===== config.mk =====
export PLATFORM = sky130hd
export DESIGN_NAME = lecuyer_combined_shuffled_prng_top
export DESIGN_NICKNAME = d
export VERILOG_FILES = /design/src/rtl/lcsp_pkg.sv /design/src/rtl/lecuyer_combined_shuffled_prng_top.sv /design/src/rtl/lcsp_ram.sv /design/src/rtl/lcsp_mcg.sv /design/src/rtl/lcsp_slot.sv
export SDC_FILE = /design/constraint.sdc
export NUM_CORES = 2
export LEC_CHECK = 0
export BUFFER_PORTS_ARGS = -buffer_cell sky130_fd_sc_hd__buf_2
export CELL_PAD_IN_SITES_DETAIL_PLACEMENT = 1
export CELL_PAD_IN_SITES_GLOBAL_PLACEMENT = 1
export CORE_MARGIN = 2
export CORE_UTILIZATION = 48
export DETAILED_ROUTE_END_ITERATION = 10
export PLACE_DENSITY_LB_ADDON = 0.1
export SYNTH_ARGS = -nofsm -noshare
export SYNTH_HDL_FRONTEND = slang
export SYNTH_HIERARCHICAL = 1
export SYNTH_SLANG_ARGS = --single-unit
export TNS_END_PERCENT = 50

===== constraint.sdc =====
create_clock -name clk -period 6.6 [get_ports clk]
set_input_delay 0.66 -clock clk [delete_from_list [all_inputs] [get_ports clk]]
set_output_delay 0.66 -clock clk [all_outputs]
set_load 0.02 [all_outputs]

===== src/rtl/lcsp_pkg.sv =====
// shared constants for the combined shuffled random source
package lcsp_pkg;

	localparam int unsigned VAL_W = 31;
	localparam int unsigned SEED_W = 32;
	localparam int unsigned PROD_W = 48;
	localparam int unsigned TABLE_DEPTH_DEF = 32;

	localparam logic [VAL_W-1:0] MOD1 = 31'd2147483563;
	localparam logic [VAL_W-1:0] MOD2 = 31'd2147483399;
	localparam logic [15:0] MUL1 = 16'd40014;
	localparam logic [15:0] MUL2 = 16'd40692;
	localparam logic [VAL_W-1:0] WRAP1 = 31'd2147483562;
	localparam logic [VAL_W-1:0] SECOND_SEED = 31'd123456789;

endpackage


===== src/rtl/lecuyer_combined_shuffled_prng_top.sv =====
// combined two-generator random source with shuffle table, top level
//
//  channel   signals                         direction  meaning
//  request   start, busy, func, seed_value   in / out   seed (func 0) or draw (func 1)
//  result    done, rand_value                out        one drawn integer per draw
//
// a request is taken at a rising edge with start high and busy low
// draw: busy through the draw, output and slot division steps, then idle again;
//   done pulses for one cycle, registered at the output step; the table read,
//   the generator fold and the slot division of the new output form the loop
// seed: busy for the warm-up steps and the slot division, then idle again;
//   each generator step is a multiply then a fold in the shared multiply/fold unit,
//   then the slot division; no result
// reset clears generators, last output, slot and per-entry valid bits at once;
//   an entry never written reads as zero, so no clearing pass is needed
// the receiver cannot stall: done is a one-cycle strobe
module lecuyer_combined_shuffled_prng_top import lcsp_pkg::*; #(
	parameter int TABLE_DEPTH = TABLE_DEPTH_DEF
) (
	input  logic              clk,
	input  logic              arst_n,
	input  logic              start,
	output logic              busy,
	input  logic              func,
	input  logic [SEED_W-1:0] seed_value,
	output logic              done,
	output logic [VAL_W-1:0]  rand_value
);
	localparam int IW = (TABLE_DEPTH > 1) ? $clog2(TABLE_DEPTH) : 1;
	localparam int CW = $clog2(TABLE_DEPTH + 8);

	// request function codes
	localparam logic FN_SEED = 1'b0;
	localparam logic FN_DRAW = 1'b1;

	// sequencer states
	localparam logic [2:0] ST_IDLE      = 3'd0;
	localparam logic [2:0] ST_SEED_FOLD = 3'd1;
	localparam logic [2:0] ST_SEED_MUL  = 3'd2;
	localparam logic [2:0] ST_DRAW      = 3'd3;
	localparam logic [2:0] ST_DRAW_OUT  = 3'd4;
	localparam logic [2:0] ST_SLOT_GO   = 3'd5;
	localparam logic [2:0] ST_SLOT_WAIT = 3'd6;

	logic [2:0]             state_q;
	logic [VAL_W-1:0]       first_gen_q;
	logic [VAL_W-1:0]       second_gen_q;
	logic [VAL_W-1:0]       last_out_q;
	logic [IW-1:0]          slot_q;
	logic [TABLE_DEPTH-1:0] valid_q;
	logic                   rd_valid_q;
	logic [VAL_W-1:0]       tval_q;
	logic [SEED_W-1:0]      v_q;
	logic [CW-1:0]          cnt_q;
	logic                   done_q;
	logic [VAL_W-1:0]       rand_value_q;

	logic                   accept;
	logic [SEED_W-1:0]      seed_fix;
	logic [SEED_W-1:0]      x1;
	logic [VAL_W-1:0]       y1;
	logic [VAL_W-1:0]       y2;
	logic                   ram_we;
	logic [IW-1:0]          ram_waddr;
	logic [VAL_W-1:0]       ram_wdata;
	logic                   ram_re;
	logic [VAL_W-1:0]       ram_rdata;
	logic                   seed_wr;
	logic [31:0]            diff;
	logic [31:0]            wrapped;
	logic                   slot_go;
	logic                   slot_vld;
	logic [IW-1:0]          slot_idx;

	assign accept   = start && !busy;
	assign busy     = (state_q != ST_IDLE);
	assign seed_fix = (seed_value == '0) ? SEED_W'(1) : seed_value;

	// generator one takes the seed on a seed request, then its own running value
	always_comb begin
		priority if (state_q == ST_IDLE && func == FN_SEED) begin
			x1 = seed_fix;
		end else if (state_q == ST_IDLE) begin
			x1 = SEED_W'(first_gen_q);
		end else begin
			x1 = v_q;
		end
	end

	lcsp_mcg u_mcg (
		.clk (clk),
		.x1  (x1),
		.x2  (second_gen_q),
		.y1  (y1),
		.y2  (y2)
	);

	// table: read at acceptance of a draw, written back at the output step of the draw;
	// one request at a time, so a read never overlaps a pending write
	assign seed_wr   = (state_q == ST_SEED_FOLD) && (cnt_q < CW'(TABLE_DEPTH));
	assign ram_we    = seed_wr || (state_q == ST_DRAW_OUT);
	assign ram_waddr = (state_q == ST_DRAW_OUT) ? slot_q : IW'(cnt_q);
	assign ram_wdata = (state_q == ST_DRAW_OUT) ? first_gen_q : y1;
	assign ram_re    = accept && (func == FN_DRAW);

	lcsp_ram #(
		.WIDTH (VAL_W),
		.DEPTH (TABLE_DEPTH)
	) u_table (
		.clk   (clk),
		.we    (ram_we),
		.waddr (ram_waddr),
		.wdata (ram_wdata),
		.re    (ram_re),
		.raddr (slot_q),
		.rdata (ram_rdata)
	);

	// difference of table entry and second generator, wrapped into 1..wrap
	assign diff    = {1'b0, tval_q} - {1'b0, second_gen_q};
	assign wrapped = ($signed(diff) < 32'sd1) ? diff + 32'(WRAP1) : diff;

	assign slot_go = (state_q == ST_SLOT_GO);

	lcsp_slot #(
		.TABLE_DEPTH (TABLE_DEPTH)
	) u_slot (
		.clk       (clk),
		.arst_n    (arst_n),
		.in_valid  (slot_go),
		.x         (last_out_q),
		.out_valid (slot_vld),
		.idx       (slot_idx)
	);

	// sequencer and architectural state
	always_ff @(posedge clk or negedge arst_n) begin
		if (!arst_n) begin
			state_q      <= ST_IDLE;
			first_gen_q  <= '0;
			second_gen_q <= '0;
			last_out_q   <= '0;
			slot_q       <= '0;
			valid_q      <= '0;
			cnt_q        <= '0;
			done_q       <= 1'b0;
		end else begin
			done_q <= 1'b0;
			if (ram_we) begin
				valid_q[ram_waddr] <= 1'b1;
			end
			unique case (state_q)
				ST_IDLE: begin
					if (accept) begin
						state_q <= (func == FN_DRAW) ? ST_DRAW : ST_SEED_FOLD;
						cnt_q   <= CW'(TABLE_DEPTH + 7);
					end
				end
				ST_SEED_FOLD: begin
					if (cnt_q == '0) begin
						// last warm-up value is both slot zero and the output
						first_gen_q  <= y1;
						last_out_q   <= y1;
						second_gen_q <= SECOND_SEED;
						state_q      <= ST_SLOT_GO;
					end else begin
						cnt_q   <= cnt_q - 1'b1;
						state_q <= ST_SEED_MUL;
					end
				end
				ST_SEED_MUL: begin
					state_q <= ST_SEED_FOLD;
				end
				ST_DRAW: begin
					first_gen_q  <= y1;
					second_gen_q <= y2;
					state_q      <= ST_DRAW_OUT;
				end
				ST_DRAW_OUT: begin
					last_out_q <= VAL_W'(wrapped);
					done_q     <= 1'b1;
					state_q    <= ST_SLOT_GO;
				end
				ST_SLOT_GO: begin
					state_q <= ST_SLOT_WAIT;
				end
				ST_SLOT_WAIT: begin
					if (slot_vld) begin
						slot_q  <= slot_idx;
						state_q <= ST_IDLE;
					end
				end
				default: begin
					state_q <= ST_IDLE;
				end
			endcase
		end
	end

	// datapath registers without reset
	always_ff @(posedge clk) begin
		if (ram_re) begin
			rd_valid_q <= valid_q[slot_q];
		end
		if (state_q == ST_DRAW) begin
			// unwritten entry reads as its reset value of zero
			tval_q <= rd_valid_q ? ram_rdata : '0;
		end
		if (state_q == ST_SEED_FOLD) begin
			v_q <= SEED_W'(y1);
		end
		if (state_q == ST_DRAW_OUT) begin
			rand_value_q <= VAL_W'(wrapped);
		end
	end

	assign done       = done_q;
	assign rand_value = rand_value_q;

	// a result only follows the output step of a draw
	a_done_after_draw: assert property (@(posedge clk) disable iff (!arst_n)
		done |-> $past(state_q == ST_DRAW_OUT))
		else $error("result without a draw");

	// an accepted request makes the block busy
	a_accept_busy: assert property (@(posedge clk) disable iff (!arst_n)
		accept |=> busy)
		else $error("request accepted but block not busy");

	// drawn value always lies in 1..wrap
	a_result_range: assert property (@(posedge clk) disable iff (!arst_n)
		done |-> (rand_value != '0) && (rand_value <= WRAP1))
		else $error("drawn value out of range");

	// table is written only while seeding or on the output step of a draw
	a_write_phase: assert property (@(posedge clk) disable iff (!arst_n)
		ram_we |-> (state_q == ST_SEED_FOLD) || (state_q == ST_DRAW_OUT))
		else $error("table written outside a seed or draw");

	// selected slot stays inside the table
	a_slot_range: assert property (@(posedge clk) disable iff (!arst_n)
		32'(slot_q) <= 32'(TABLE_DEPTH - 1))
		else $error("slot index beyond table");

endmodule


===== src/rtl/lcsp_ram.sv =====
// generic single-port-write ram with registered read
module lcsp_ram #(
	parameter int WIDTH = 31,
	parameter int DEPTH = 32
) (
	input  logic                                        clk,
	input  logic                                        we,
	input  logic [((DEPTH > 1) ? $clog2(DEPTH) : 1)-1:0] waddr,
	input  logic [WIDTH-1:0]                            wdata,
	input  logic                                        re,
	input  logic [((DEPTH > 1) ? $clog2(DEPTH) : 1)-1:0] raddr,
	output logic [WIDTH-1:0]                            rdata
);
	logic [WIDTH-1:0] mem [DEPTH];

	always_ff @(posedge clk) begin
		if (we) begin
			mem[waddr] <= wdata;
		end
		if (re) begin
			rdata <= mem[raddr];
		end
	end

endmodule


===== src/rtl/lcsp_mcg.sv =====
// step unit for both congruential generators: registered product, then fold and reduce
module lcsp_mcg import lcsp_pkg::*; (
	input  logic              clk,
	input  logic [SEED_W-1:0] x1,
	input  logic [VAL_W-1:0]  x2,
	output logic [VAL_W-1:0]  y1,
	output logic [VAL_W-1:0]  y2
);
	logic [PROD_W-1:0] p1_s1;
	logic [PROD_W-1:0] p2_s1;

	// 2^31 is congruent to 2^31 - m, so the high part folds down with a small multiply
	function automatic logic [VAL_W-1:0] fold(input logic [PROD_W-1:0] p,
						  input logic [VAL_W-1:0] m);
		logic [7:0]  c;
		logic [31:0] s;
		c = 8'(32'h8000_0000 - {1'b0, m});
		s = 32'(p[PROD_W-1:VAL_W]) * 32'(c) + 32'(p[VAL_W-1:0]);
		fold = (s >= {1'b0, m}) ? VAL_W'(s - {1'b0, m}) : VAL_W'(s);
	endfunction

	always_ff @(posedge clk) begin
		p1_s1 <= PROD_W'(x1) * PROD_W'(MUL1);
		p2_s1 <= PROD_W'(x2) * PROD_W'(MUL2);
	end

	assign y1 = fold(p1_s1, MOD1);
	assign y2 = fold(p2_s1, MOD2);

endmodule


===== src/rtl/lcsp_slot.sv =====
// table slot from last output: reciprocal multiply, back-multiply, one-step correction
module lcsp_slot import lcsp_pkg::*; #(
	parameter int TABLE_DEPTH = TABLE_DEPTH_DEF
) (
	input  logic             clk,
	input  logic             arst_n,
	input  logic             in_valid,
	input  logic [VAL_W-1:0] x,
	output logic             out_valid,
	output logic [((TABLE_DEPTH > 1) ? $clog2(TABLE_DEPTH) : 1)-1:0] idx
);
	localparam int IW = (TABLE_DEPTH > 1) ? $clog2(TABLE_DEPTH) : 1;
	localparam longint unsigned SLOT_DIV = 64'd1 + 64'(WRAP1) / 64'(TABLE_DEPTH);
	localparam int RECIP_SH = 40;
	localparam longint unsigned RECIP = (64'd1 << RECIP_SH) / SLOT_DIV;
	localparam int RW = $clog2(RECIP + 1);
	localparam int PW = VAL_W + RW;
	localparam int QW = $clog2(TABLE_DEPTH + 1);

	logic [PW-1:0]    prod_s1;
	logic [VAL_W-1:0] x_s1;
	logic             v_s1;
	logic [QW-1:0]    q_s2;
	logic [31:0]      m_s2;
	logic [VAL_W-1:0] x_s2;
	logic             v_s2;
	logic [QW-1:0]    q_est;
	logic [31:0]      rem;
	logic [QW-1:0]    q_fix;

	always_ff @(posedge clk or negedge arst_n) begin
		if (!arst_n) begin
			v_s1 <= 1'b0;
			v_s2 <= 1'b0;
		end else begin
			v_s1 <= in_valid;
			v_s2 <= v_s1;
		end
	end

	// estimate is the true quotient or one below it
	assign q_est = QW'(prod_s1 >> RECIP_SH);

	always_ff @(posedge clk) begin
		prod_s1 <= PW'(x) * PW'(RECIP);
		x_s1    <= x;
		q_s2    <= q_est;
		m_s2    <= 32'(q_est) * 32'(SLOT_DIV);
		x_s2    <= x_s1;
	end

	always_comb begin
		rem   = 32'(x_s2) - m_s2;
		q_fix = (rem >= 32'(SLOT_DIV)) ? QW'(q_s2 + 1'b1) : q_s2;
		if (q_fix > QW'(TABLE_DEPTH - 1)) begin
			q_fix = QW'(TABLE_DEPTH - 1);
		end
	end

	assign idx       = IW'(q_fix);
	assign out_valid = v_s2;

endmodule

## Word-level counts from Yosys, hierarchy flattened

Memories as Yosys holds them, arrays and structs flattened. A register that Yosys moved wholly into a read port is not among the register bits.
Cells that the tools add are included.

- Reductions and logical operators: 19
- Multiplexer cells: 30
- Add/subtract/negate cells: 9
- Equal/unequal tests: 10
- Bitwise operators: 2
- Multipliers: 5
- Magnitude comparators: 9

Operator list:

| kind | count |
|---|---|
| 31-bit two-way mux | 7 |
| 31-bit case mux with 2 select lines | 3 |
| 24-bit by 31-bit adder with 32-bit output | 2 |
| 32-bit by 31-bit greater-or-equal comparator with 1-bit output (second input constant) | 2 |
| 32-bit two-way mux | 2 |
| 31-bit subtractor (second input constant) | 2 |
| 32-bit by 15-bit multiplier with 47-bit output (second input constant) | 1 |
| 31-bit by 14-bit multiplier with 45-bit output (second input constant) | 1 |
| 32-bit by 26-bit greater-or-equal comparator with 1-bit output (second input constant) | 1 |
| 32-bit zero test | 1 |
| 32-bit by 2-bit < comparator with 1-bit output (second input constant) | 1 |
| 32-bit bitwise OR | 1 |
| 31-bit by 31-bit subtractor with 32-bit output | 1 |
| 31-bit by 32-bit subtractor with 32-bit output | 1 |
| 31-bit adder (second input constant) | 1 |
| 5-bit by 25-bit multiplier with 30-bit output (second input constant) | 1 |
| 16-bit by 8-bit multiplier with 24-bit output (second input constant) | 1 |
| 17-bit by 7-bit multiplier with 24-bit output (second input constant) | 1 |
| 3-bit case mux with 7 select lines | 1 |
| 6-bit two-way mux | 3 |
| 5-bit by 6-bit < comparator with 1-bit output (second input constant) | 2 |
| 6-bit case mux with 2 select lines | 1 |
| 5-bit two-way mux | 2 |
| 3-bit equality test (second input constant) | 3 |
| other kinds (24) | 42 |

- Memories kept: 1
- Bits in writable memories: 992
- Bits of input ports: 36
- Logic and storage cells: 105
- Bits in registers: 426
- Output and inout port bits: 33

Memory list:

| name | words | width | rd ports | clocked after Yosys merged registers in | wr ports | line | text |
|---|---|---|---|---|---|---|---|
| u_table.mem | 32 | 31 | 1 | 1 | 1 | lcsp_ram.sv:14 | `logic [WIDTH-1:0] mem [DEPTH];` |

## Longest topological paths before layout

- Depth after elaboration: 7
- Depth in mapped cells: 26
- Gate-level depth less buffers: 26

## By module

Netlist, hierarchy kept.

By module, submodules not included:

| module | cells each | times used | seq. area each (um^2) | area each (um^2) |
|---|---|---|---|---|
| lcsp_ram | 2192 | 1 | 30719.5 | 39474.1 |
| lcsp_mcg | 2608 | 1 | 1841.8 | 25214.2 |
| lecuyer_combined_shuffled_prng_top | 1357 | 1 | 6326.1 | 13111.3 |
| lcsp_slot | 524 | 1 | 1791.7 | 4933.5 |

## Worst setup path after synthesis

OpenSTA, ideal clock, no wires.

- Path kind: input port to flip-flop
- Start: input port func
- End: register u_mcg.p1_s1[44]
- Setup slack: -0.812 ns
- Path buffers: 2
- Data required time: 6.480 ns
- Stages: 21
- Setup time: 0.120 ns
- Arrival time: 7.293 ns
- Cell sequence: clkbuf_1 > clkbuf_1 > mux2i_1 > a21oi_1 > fa_1 > ha_1 > fa_1 > fa_1 > fa_1 > fa_1 > ha_1 > and4_1 > and3_1 > a221o_1 > o21ai_0 > o41ai_1 > a221oi_1 > o21ai_0 > a21oi_1 > nor2b_1 > o31a_1

- Cells in the longest elaborated chain, start to end: 4

RTL lines:

| what | line | text |
|---|---|---|
| start, declared | lecuyer_combined_shuffled_prng_top.sv:24 | `input logic func,` |
| 1-bit inverter | lecuyer_combined_shuffled_prng_top.sv:81 | `priority if (state_q == ST_IDLE && func == FN_SEED) begin` |
| 1-bit logical AND | lecuyer_combined_shuffled_prng_top.sv:81 |  |
| 32-bit two-way mux | lecuyer_combined_shuffled_prng_top.sv:81 |  |
| via x1[11] | lecuyer_combined_shuffled_prng_top.sv:60 | `logic [SEED_W-1:0] x1;` |
| 32-bit by 15-bit multiplier with 47-bit output | lcsp_mcg.sv:23 | `p1_s1 <= PROD_W'(x1) * PROD_W'(MUL1);` |
| end signal, assigned | lcsp_mcg.sv:23 |  |
| end, declared | lcsp_mcg.sv:9 | `logic [PROD_W-1:0] p1_s1;` |

The timed path passes the listed nets, and every way through them passes these cells.
A chain may end at the register's enable or synchronous reset.

## Final worst setup path

- Start: register state_q[0]
- End: register u_mcg.p1_s1[44]

- Cells in the longest elaborated chain, start to end: 4
- Elaborated cells on any way between the ends: 5
- Classes of those cells: mul: 1; mux: 2; reduce/logical: 2

RTL lines:

| what | line | text |
|---|---|---|
| start, declared | lecuyer_combined_shuffled_prng_top.sv:45 | `logic [2:0] state_q;` |
| start signal, assigned | lecuyer_combined_shuffled_prng_top.sv:155 | `state_q <= (func == FN_DRAW) ? ST_DRAW : ST_SEED_FOLD;` |
| 3-bit zero test (*) | lecuyer_combined_shuffled_prng_top.sv:81, lecuyer_combined_shuffled_prng_top.sv:83 |  |
| 31-bit two-way mux or 1-bit logical AND (tied branches) | lecuyer_combined_shuffled_prng_top.sv:83, lecuyer_combined_shuffled_prng_top.sv:81 |  |
| 32-bit two-way mux (*) | lecuyer_combined_shuffled_prng_top.sv:81 |  |
| via x1[16] | lecuyer_combined_shuffled_prng_top.sv:60 |  |
| 32-bit by 15-bit multiplier with 47-bit output (*) | lcsp_mcg.sv:23 |  |

The timed path passes the listed nets; every way through them passes the cells marked *.

==> flow_metrics.py <==
metrics = {
    "sta": {
        "grt_setup_unrepaired": "true",
        "tightest_slew_ns": 1.29,
        "fin_crit_sh_pct": 100,
        "finalHoldViolCount": 0,
        "fmax_mhz": 151,
        "maxSlewViolCount": 0,
        "period_needed_ns": 6.61,
        "worst_slack_ns": -0.0107,
        "setup_violations": 1,
        "finClkSkew_ns": 0.0513,
        "slew_headroom_pct": 14.0,
    },
    "cts": {
        "cts_buffer_depth": 3,
        "cts_buffers": 154,
        "ctsHtreeMaxLevel": 4,
        "clkTransAtPathRegs_ns": 0.06,
        "clock-sinks": 1437,
        "cts_tree": "done",
        "clock_latency_ns": 0.81,
        "root_buffer": "clkbuf_16",
    },
    "floorplan": {
        "die_w_um": 419,
        "fp.dieH_um": 419,
        "die_area_um2": 176000,
        "io_pins": 69,
        "rows": 152,
        "core_um2": 171000,
        "start_util_pct": 48.3,
    },
    "worst_setup_path": {
        "start_kind": "register",
        "cpPeakStageDelay_ns": 0.57,
        "crit_top_cell": "fa_1",
        "reg2reg_depth": 25,
        "timing.critical_path.arrival_ns": 7.28,
        "worstSetupPathType": "reg -> reg",
        "setup.worst_path.end_class": "register",
        "crit_fanout": 13,
        "required_ns": 7.27,
        "cp_slowest_cell": "fa_1",
    },
    "synth": {
        "yosysWarnings": 6,
        "syn_nets": 7727,
        "avgSynthCellArea_um2": 12.4,
        "synth_cells": 6676,
        "synthesis.area_um2": 82700,
    },
    "detailed_routing": {
        "ant_nets": 0,
        "route.detailed.wl_per_inst_um": 25.9,
        "drt_wl_total_um": 250000,
        "route.detailed.drc": 0,
        "drt_iter0_markers": 3512,
        "vias_per_cell": 5.70,
        "first_pass_iters": 5,
        "vias": 55000,
    },
    "final_layout": {
        "area_growth_pct": 15.9,
        "drive_gt1_share_pct": 15.3,
        "n_antenna_cell": 0,
        "nets": 8262,
        "finalNonFillerCells": 9648,
    },
    "placement": {
        "dp_hpwl_um": 183000,
        "port_buffers": 68,
        "place.gp.congestion": 0.962,
        "dp_cells": 9321,
    },
    "grt": {
        "grt_max_degree": 108,
        "use_met1_pct": 36.3,
        "grt_pass1_wl_um": 371000,
        "grt_usage_pct": 28.3,
        "grt_pass1_vias": 59400,
        "grt_overflow_total": 0,
        "use_met2_pct": 49.0,
        "grt.met3_usage_pct": 3.03,
        "busiest_layer": "met2",
        "antenna_found_initial": 5,
    },
    "min_path": {
        "worstHoldPathCells": 0,
        "hold_path_class": "reg -> reg",
    },
    "run_status": {
        "violations": "setup timing",
        "status": "complete, but fails checks",
    },
    "run": {
        "drv_cap": 0,
    },
}
## layout by cell type, fill, tap and decap left out, types with 28 or more instances in the layout
cell type,n
xnor2_1,115
nand2_1,435
edfxtp_1,1117
a22o_1,64
clkbuf_1,40
clkinv_1,29
inv_1,728
o21ai_0,131
buf_12,48
a22oi_1,97
a21oi_2,36
xor2_1,81
o21a_1,35
a21oi_1,312
dfrtp_1,134
buf_4,461
nor2_4,34
a31oi_1,78
mux2i_1,537
and3_1,39
dfxtp_1,160
clkbuf_16,164
nand4_1,62
fa_1,466
a21o_1,120
and2_1,61
nand3_1,185
ha_1,521
o21bai_1,41
nor3_1,80
mux2_2,38
buf_2,67
nand2b_1,28
a211oi_1,32
nor2_1,203
## routing by layer
metal	share of wire, %	vias to the layer above
li1	-	25000
met1	43	28500
met2	50	1069
met3	3.4	365
met4	4.0	0
met5	0	-
## final timing paths
path / startpoint / to / slack (ns)
max in group asynchronous: arst_n / second_gen_q[13]$_DFFE_PN0P_ / 4.49
hold / removal: u_slot/prod_s1[38]$_DFF_P_ / u_slot/x_s2[24]$_DFF_P_ / 0.30
hold reg to reg: u_slot/prod_s1[38]$_DFF_P_ / u_slot/x_s2[24]$_DFF_P_ / 0.30
min in group asynchronous: arst_n / done$_DFF_PN0_ / 0.55
setup reg to reg: state_q[0]$_DFFE_PN0P_ / u_mcg/p1_s1[44]$_DFF_P_ / -0.01
setup / recovery: state_q[0]$_DFFE_PN0P_ / u_mcg/p1_s1[44]$_DFF_P_ / -0.01
## sequential cells by signal, summed over array words and instances (netlist names), 31 cells and up
name / flops
u_table/mem: 992
u_mcg/p1_s1: 47
u_mcg/p2_s1: 45
valid_q: 32
first_gen_q: 31
rand_value: 31
second_gen_q: 31
tval_q: 31
u_table/rdata: 31
v_q: 31
## worst max-delay path, delay by kind of cell, from the launching register on
kind	cells	cell delay (ns)
adder cells (fa/ha/maj)	7	2.84
AO/OA/AOI/OAI	11	2.25
buffers and inverters	4	0.61
flip-flops	1	0.40
AND/OR/NAND/NOR	3	0.36
## timing repair
action,4_1_cts,5_1_grt
setup endpoints to repair,576,878
hold buffers,1,0
gates cloned,1,12
pin swaps,14,51
gates resized for setup,35,137
setup buffers,8,22
endpoints found under the hold margin,49,0
## per-stage QoR
| stage | utilization, % | hold slack [ns] | worst slack (ns) | TNS [ns] | instance area [um^2] |
|---|---|---|---|---|---|
| 2_1_floorplan | - | 0.310 | 0.00652 | 0 | 82800 |
| 3_3_place_gp | 52.2 | 0.313 | -0.349 | -8.73 | 89500 |
| 3_5_place_dp | 52.2 | 0.313 | -0.451 | -31.12 | 89500 |
| 4_1_cts | 55.3 | 0.289 | -0.00923 | -0.00923 | 94800 |
| 5_1_grt | 55.9 | 0.295 | -0.317 | -33.21 | 95800 |
| 6_report | 55.9 | 0.296 | -0.0107 | -0.0107 | 95800 |
## area by class of cell
| type | instances | area, um^2 |
|---|---|---|
| clock inverter | 81 | 868 |
| inverter | 730 | 2740 |
| fill | 17200 | 75500 |
| tap | 2310 | 2890 |
| timing repair buffer | 600 | 5170 |
| sequential | 1437 | 40700 |
| clock buffer | 202 | 4130 |
| multi-input combinational | 4288 | 39400 |
Power is not shown: default switching activity piles up to over one toggle a cycle in this logic, so the estimate is an artifact.
